===== src/hw/rtl/eight_bit_cpu_alu_with_flags_core_assert.svh =====
// Assertion macros used by the ALU top-level RTL file.
`ifndef EIGHT_BIT_CPU_ALU_WITH_FLAGS_CORE_ASSERT_SVH
`define EIGHT_BIT_CPU_ALU_WITH_FLAGS_CORE_ASSERT_SVH

// Same-cycle implication, checked at every rising edge outside reset.
`define ALU8F_ASSERT_IMPL(label, clk, rst_n, ante, cons) \
  label: assert property (@(posedge clk) disable iff (!rst_n) (ante) |-> (cons)) \
    else $error("assertion failed: label");

// Next-cycle implication, checked at every rising edge outside reset.
`define ALU8F_ASSERT_NEXT(label, clk, rst_n, ante, cons) \
  label: assert property (@(posedge clk) disable iff (!rst_n) (ante) |=> (cons)) \
    else $error("assertion failed: label");

`endif


===== src/hw/rtl/alu8f_pkg.sv =====
// Types shared by the ALU datapath and its top level.
`default_nettype none
package alu8f_pkg;

  // Operation codes, as carried in req_type
  typedef enum logic [2:0] {
    OP_ADD8     = 3'd0,
    OP_SUB8     = 3'd1,
    OP_ADD16_LO = 3'd2,
    OP_ADD16_HI = 3'd3,
    OP_SHIFT    = 3'd4,
    OP_SRA      = 3'd5,
    OP_ROT      = 3'd6,
    OP_ROTC     = 3'd7
  } op_t;

  // Bit position of C in the flags byte
  localparam int unsigned FLAG_C_BIT = 4;
  localparam logic [3:0]  NIB_ZERO   = 4'h0;

  // One captured request
  typedef struct packed {
    op_t         op;
    logic [15:0] x;
    logic [15:0] y;
    logic        cin;
    logic        right;
    logic [7:0]  flags;
  } req_t;

  // One result with its flags
  typedef struct packed {
    logic [15:0] value;
    logic        z;
    logic        n;
    logic        h;
    logic        c;
  } res_t;

endpackage
`default_nettype wire


===== src/hw/rtl/alu8f_exec.sv =====
// Combinational ALU datapath: adders, subtractor, shifter and flag logic.
`default_nettype none
module alu8f_exec
  import alu8f_pkg::*;
(
  input  req_t req,
  output res_t res
);

  // Nibble-wise 8-bit add: {c, h, sum}
  function automatic logic [9:0] add_byte(input logic [7:0] a, input logic [7:0] b,
                                          input logic ci);
    logic [4:0] lo;
    logic [4:0] hi;
    lo = {1'b0, a[3:0]} + {1'b0, b[3:0]} + {4'b0, ci};
    hi = {1'b0, a[7:4]} + {1'b0, b[7:4]} + {4'b0, lo[4]};
    return {hi[4], lo[4], hi[3:0], lo[3:0]};
  endfunction

  // Nibble-wise 8-bit subtract: {borrow, half borrow, diff}
  function automatic logic [9:0] sub_byte(input logic [7:0] a, input logic [7:0] b,
                                          input logic bi);
    logic [4:0] lo;
    logic [4:0] hi;
    lo = {1'b0, a[3:0]} - {1'b0, b[3:0]} - {4'b0, bi};
    hi = {1'b0, a[7:4]} - {1'b0, b[7:4]} - {4'b0, lo[4]};
    return {hi[4], lo[4], hi[3:0], lo[3:0]};
  endfunction

  logic [9:0] add8_w;
  logic [9:0] sub8_w;
  logic [9:0] add_lo_w;
  logic [9:0] add_hi_w;
  logic       fc_w;
  logic [7:0] xb;
  logic [15:0] value;
  logic       h;
  logic       c;
  logic       n;

  assign xb       = req.x[7:0];
  assign add8_w   = add_byte(req.x[7:0], req.y[7:0], req.cin);
  assign sub8_w   = sub_byte(req.x[7:0], req.y[7:0], req.cin);
  assign add_lo_w = add_byte(req.x[7:0], req.y[7:0], 1'b0);
  assign add_hi_w = add_byte(req.x[15:8], req.y[15:8], add_lo_w[9]);

  // incoming carry counts only with a clean low nibble
  assign fc_w = (req.flags[3:0] == NIB_ZERO) ? req.flags[FLAG_C_BIT] : 1'b0;

  // operation select
  always_comb begin
    value = 16'h0000;
    h     = 1'b0;
    c     = 1'b0;
    n     = 1'b0;
    unique case (req.op)
      OP_ADD8: begin
        value = {8'h00, add8_w[7:0]};
        h     = add8_w[8];
        c     = add8_w[9];
      end
      OP_SUB8: begin
        value = {8'h00, sub8_w[7:0]};
        h     = sub8_w[8];
        c     = sub8_w[9];
        n     = 1'b1;
      end
      OP_ADD16_LO: begin
        value = {add_hi_w[7:0], add_lo_w[7:0]};
        h     = add_lo_w[8];
        c     = add_lo_w[9];
      end
      OP_ADD16_HI: begin
        value = {add_hi_w[7:0], add_lo_w[7:0]};
        h     = add_hi_w[8];
        c     = add_hi_w[9];
      end
      OP_SHIFT: begin
        if (req.right) begin
          value = {8'h00, 1'b0, xb[7:1]};
          c     = xb[0];
        end else begin
          value = {8'h00, xb[6:0], 1'b0};
          c     = xb[7];
        end
      end
      OP_SRA: begin
        value = {8'h00, xb[7], xb[7:1]};
        c     = xb[0];
      end
      OP_ROT: begin
        if (req.right) begin
          value = {8'h00, xb[0], xb[7:1]};
          c     = xb[0];
        end else begin
          value = {8'h00, xb[6:0], xb[7]};
          c     = xb[7];
        end
      end
      OP_ROTC: begin
        if (req.right) begin
          value = {8'h00, fc_w, xb[7:1]};
          c     = xb[0];
        end else begin
          value = {8'h00, xb[6:0], fc_w};
          c     = xb[7];
        end
      end
      default: begin
        value = 16'h0000;
      end
    endcase
  end

  assign res.value = value;
  assign res.z     = (value == 16'h0000);
  assign res.n     = n;
  assign res.h     = h;
  assign res.c     = c;

endmodule
`default_nettype wire


===== src/hw/rtl/eight_bit_cpu_alu_with_flags_core.sv =====
// Top level of the 8-bit CPU ALU with Z, N, H and C flags.
//
// Usage: a request (operation code, two 16-bit operands, carry-in, shift
// direction, flags byte) is taken on the in_ channel when in_valid and
// in_ready are both high. The result value and its four flags come out on
// the out_ channel and are taken when out_valid and out_ready are high.
// The request sits in the input register while the ALU logic settles; it
// moves into the result register, raising out_valid, once that slot is free
// or draining. Throughput is one request per cycle while out_ready stays
// high; each request gives one result. The rate is set by the single pass
// through the adder/shifter between the two registers.
// When the receiver stalls, the result register holds; the input register
// still takes one more request, after which in_ready drops until out_ready
// returns. Results leave in request order.
// Synchronous active-low reset empties both stages; nothing is pending.
`default_nettype none
`include "eight_bit_cpu_alu_with_flags_core_assert.svh"
module eight_bit_cpu_alu_with_flags_core
  import alu8f_pkg::*;
(
  input  wire logic        clk,
  input  wire logic        rst_n,
  input  wire logic        in_valid,
  output      logic        in_ready,
  input  wire logic [2:0]  in_req_type,
  input  wire logic [15:0] in_operand_x,
  input  wire logic [15:0] in_operand_y,
  input  wire logic        in_carry_in,
  input  wire logic        in_direction,
  input  wire logic [7:0]  in_flags_in,
  output      logic        out_valid,
  input  wire logic        out_ready,
  output      logic [15:0] out_result_value,
  output      logic        out_zero_flag,
  output      logic        out_subtract_flag,
  output      logic        out_half_carry_flag,
  output      logic        out_carry_flag
);

  logic stage_v_r;
  logic stage_v_nxt;
  req_t stage_r;
  logic out_valid_r;
  logic out_valid_nxt;
  res_t out_res_r;
  res_t exec_res;
  logic stage_adv;
  logic in_take;

  // handshake: stage moves when the result slot is free or draining
  assign stage_adv = stage_v_r && (!out_valid_r || out_ready);
  assign in_ready  = !stage_v_r || stage_adv;
  assign in_take   = in_valid && in_ready;

  assign stage_v_nxt   = in_take || (stage_v_r && !stage_adv);
  assign out_valid_nxt = stage_adv || (out_valid_r && !out_ready);

  // control registers
  always_ff @(posedge clk) begin
    if (!rst_n) begin
      stage_v_r   <= 1'b0;
      out_valid_r <= 1'b0;
    end else begin
      stage_v_r   <= stage_v_nxt;
      out_valid_r <= out_valid_nxt;
    end
  end

  // input register
  always_ff @(posedge clk) begin
    if (in_take) begin
      stage_r.op    <= op_t'(in_req_type);
      stage_r.x     <= in_operand_x;
      stage_r.y     <= in_operand_y;
      stage_r.cin   <= in_carry_in;
      stage_r.right <= in_direction;
      stage_r.flags <= in_flags_in;
    end
  end

  alu8f_exec u_exec (
    .req (stage_r),
    .res (exec_res)
  );

  // result register
  always_ff @(posedge clk) begin
    if (stage_adv) begin
      out_res_r <= exec_res;
    end
  end

  assign out_valid           = out_valid_r;
  assign out_result_value    = out_res_r.value;
  assign out_zero_flag       = out_res_r.z;
  assign out_subtract_flag   = out_res_r.n;
  assign out_half_carry_flag = out_res_r.h;
  assign out_carry_flag      = out_res_r.c;

  // checks
  `ALU8F_ASSERT_NEXT(a_stage_holds, clk, rst_n, stage_v_r && out_valid_r && !out_ready, stage_v_r && $stable(stage_r))
  `ALU8F_ASSERT_NEXT(a_take_fills, clk, rst_n, in_take, stage_v_r)
  `ALU8F_ASSERT_NEXT(a_adv_fills_out, clk, rst_n, stage_adv, out_valid_r && (out_subtract_flag == ($past(stage_r.op) == OP_SUB8)))
  `ALU8F_ASSERT_IMPL(a_zero_match, clk, rst_n, out_valid_r, out_zero_flag == (out_result_value == 16'h0000))

endmodule
`default_nettype wire


===== config.mk =====
export PLATFORM = sky130hd
export DESIGN_NAME = eight_bit_cpu_alu_with_flags_core
export DESIGN_NICKNAME = d
export VERILOG_FILES = /design/src/hw/rtl/alu8f_pkg.sv /design/src/hw/rtl/alu8f_exec.sv /design/src/hw/rtl/eight_bit_cpu_alu_with_flags_core.sv
export VERILOG_INCLUDE_DIRS = /design/src /design/src/hw/rtl
export SDC_FILE = /design/constraint.sdc
export NUM_CORES = 1
export LEC_CHECK = 0
export BUFFER_PORTS_ARGS = -buffer_cell sky130_fd_sc_hd__buf_2
export CORE_ASPECT_RATIO = 0.5
export CORE_MARGIN = 4
export CORE_UTILIZATION = 56
export DETAILED_ROUTE_END_ITERATION = 10
export GPL_TIMING_DRIVEN = 0
export PLACE_DENSITY = 0.88
export RECOVER_POWER = 25
export SYNTH_ARGS = -nofsm -noshare
export SYNTH_HDL_FRONTEND = slang
export SYNTH_HIERARCHICAL = 1
export SYNTH_SLANG_ARGS = --single-unit
export TNS_END_PERCENT = 30

===== constraint.sdc =====
create_clock -name clk -period 5.65 [get_ports clk]
set_input_delay 0.8475 -clock clk [delete_from_list [all_inputs] [get_ports clk]]
set_output_delay 0.8475 -clock clk [all_outputs]
set_load 0.03 [all_outputs]

==> impl_metrics.ini <==
[power_and_ir_drop]
sequentialPowerShare = 0.381
pwr-share-comb = 0.195
p_leak_uw = 0.002051
swShare = 0.2606
p_int_uw = 1111
vdd_drop_max_mv = 0.1923
clkPwrFrac = 0.424
power.net_switching_uw = 391.7
p_total_uw = 1503
p_per_area_nw_per_um2 = 321.2

[sta]
worst_pin_slew_ps = 1068
fmax_ghz = 0.1841
slew_headroom = 0.2846
finalCriticalPeriod_ps = 5432
timing.final.crit_share = 0.9614
setup_tns_ps = 0
clock-skew-final_ps = 8.049
hold_violations = 0
setup_violations = 0
slew_viol_final = 0

[clocking]
clkLatencyLatePin_ps = 330
h-tree-depth = 3
cts_tree = built
cts.reportedPaths.clkPinSlew_ps = 50
numCtsBuffers = 9
cts_root_buffer = clkbuf_16
clockBufferDepth = 2
cts_hold_buf = 0
clock_sinks = 64

[worst_setup_path]
cp_data_arrival_time_ps = 5610
worstReg2RegEnd = out_zero_flag$_DFFE_PP_
rrSetupSlack_ps = 220
critPathCaptureType = register
crit_path_start_kind = register
critical_path_class = register to register
path_max_fanout = 2
critPathRequiredTime_ps = 5820
rr_worst_depth = 23
timing.rr.start = stage_r[10]$_DFFE_PP_

[route]
drc = 0
drtAntennaViolNets = 0
via_count = 2779
drt_pass1_iterations = 5
wl_per_cell_um = 17.73
drt_iter0_drc = 248
viasPerCell = 5.626
finalWirelength_mm = 8.760

[floorplanning]
ios = 71
num_rows = 20
core_um2 = 6306
die_area_um2 = 8225
die_h_um = 66.16
initial_core_util = 0.6008
chipWidth_um = 124.3

[synth]
netlist_area_um2 = 3789
avgSynthCellArea_um2 = 11.95
synth_fp_nets = 408
yosys_warnings = 6
postSynthCellCount = 317

[finish]
antenna_cells = 0
final_cells = 494
drive_gt1_frac = 0.2783
utilization = 0.7421
nNetsFinal = 492
area_growth_pct = 23.51

[grt]
grt_use_total = 0.2217
grt_pass1_vias = 2749
grt_pass1_wl_mm = 13.72
grt_max_degree = 25
grt_antenna_before_repair = 0
overflow = 0

[worst_hold_path]
holdCritPathClass = register to register
whs_endpoint = stage_v_r$_SDFF_PN0_
min-delay-start = out_valid$_SDFF_PN0_
min_path_cells = 2

[placement]
place_congestion = 0.9175
hpwl_mm = 6.425
place_inst = 473
portBuffers = 67

[job]
max_cap_violations = 0

[run_status]
status = complete, no violations
layout by cell type, fill, tap and decap left out, drive strengths merged, types with 3 or more instances in the layout:
master,count
nand3b,3
nor2b,3
nand3,7
and2,3
xor2,9
ha,32
xnor2,14
inv,36
o21ai,13
a21o,5
nor2,17
a31oi,3
a21oi,18
bufinv,3
buf,83
fa,10
nand2,13
o311ai,3
clkbuf,12
nand2b,8
and3,3
edfxtp,62
nor3,6
a211o,3
worst max-delay path by stage:
stage / start / to / slack, ps / cells after the start
floorplan: stage_r[26]$_DFFE_PP_ / out_zero_flag$_DFFE_PP_ / 780 / 23
global placement: stage_r[26]$_DFFE_PP_ / out_zero_flag$_DFFE_PP_ / 50 / 23
detailed placement: stage_r[26]$_DFFE_PP_ / out_zero_flag$_DFFE_PP_ / -30 / 23
CTS: stage_r[27]$_DFFE_PP_ / out_zero_flag$_DFFE_PP_ / 30 / 22
global route: stage_r[26]$_DFFE_PP_ / out_zero_flag$_DFFE_PP_ / -50 / 23
finish: stage_r[10]$_DFFE_PP_ / out_zero_flag$_DFFE_PP_ / 220 / 23
critical path, stage by stage, from the launching register on:
cell and delay, ps:
edfxtp_1 360, ha_1 180, inv_1 60, fa_1 390, o21bai_1 210, a21oi_2 120, inv_1 90, ha_1 180
ha_2 200, nand3_1 120, xnor2_2 200, fa_2 360, fa_2 360, inv_1 60, a21o_1 100, a21oi_1 110
fa_1 410, inv_1 110, fa_1 450, and4b_1 290, a31oi_1 90, nor3_1 200, or4b_4 500, nor3_2 120
repair_timing:
action	4_1_cts	5_1_grt
pin swaps	0	2
setup endpoints to repair	1	1
setup buffers	1	4
resized for setup	0	6
routing by layer:
metal | track usage | vias to the layer above | routed length (µm)
met5 | 0 | - | 0
met4 | 0.08197 | 0 | 129
met3 | 0.07339 | 12 | 781
met2 | 0.3468 | 127 | 3989
met1 | 0.2914 | 1333 | 3860
li1 | - | 1307 | -
power groups by stage:
stage / Combinational (µW) / Clock (µW) / Sequential, µW
3_5_place_dp: 277 / 0 / 584
3_3_place_gp: 264 / 0 / 583
4_1_cts: 282 / 647 / 574
6_report: 293 / 637 / 573
2_1_floorplan: 175 / 0 / 601
5_1_grt: 324 / 672 / 576
area by class of cell:
| type | count | area (µm²) |
|---|---|---|
| flip-flops and latches | 64 | 1902 |
| multi-input cells | 205 | 1702 |
| fillers | 463 | 1627 |
| repair buffers | 73 | 400.4 |
| clock buffers | 9 | 225.2 |
| inverters | 35 | 131.4 |
| clock inverters | 7 | 118.9 |
| well taps | 88 | 110.1 |
| plain buffers | 13 | 90.09 |
metrics by stage:
step                instance area [µm²]  setup slack, ps  hold slack (ps)
floorplan                          3789            782.5            536.8
global placement                   4234            49.69            505.1
detailed placement                 4275           -31.35            528.0
CTS                                4627            29.77            537.0
global route                       4679           -48.48            568.6
finish                             4679            218.2            529.2
state kept, by name (all words and copies together) (netlist names):
name,count
out_carry_flag,1
out_half_carry_flag,1
out_subtract_flag,1
out_zero_flag,1
stage_r,42
stage_v_r,1
out_result_value,16
out_valid,1
(Power assumes the default switching activity.)
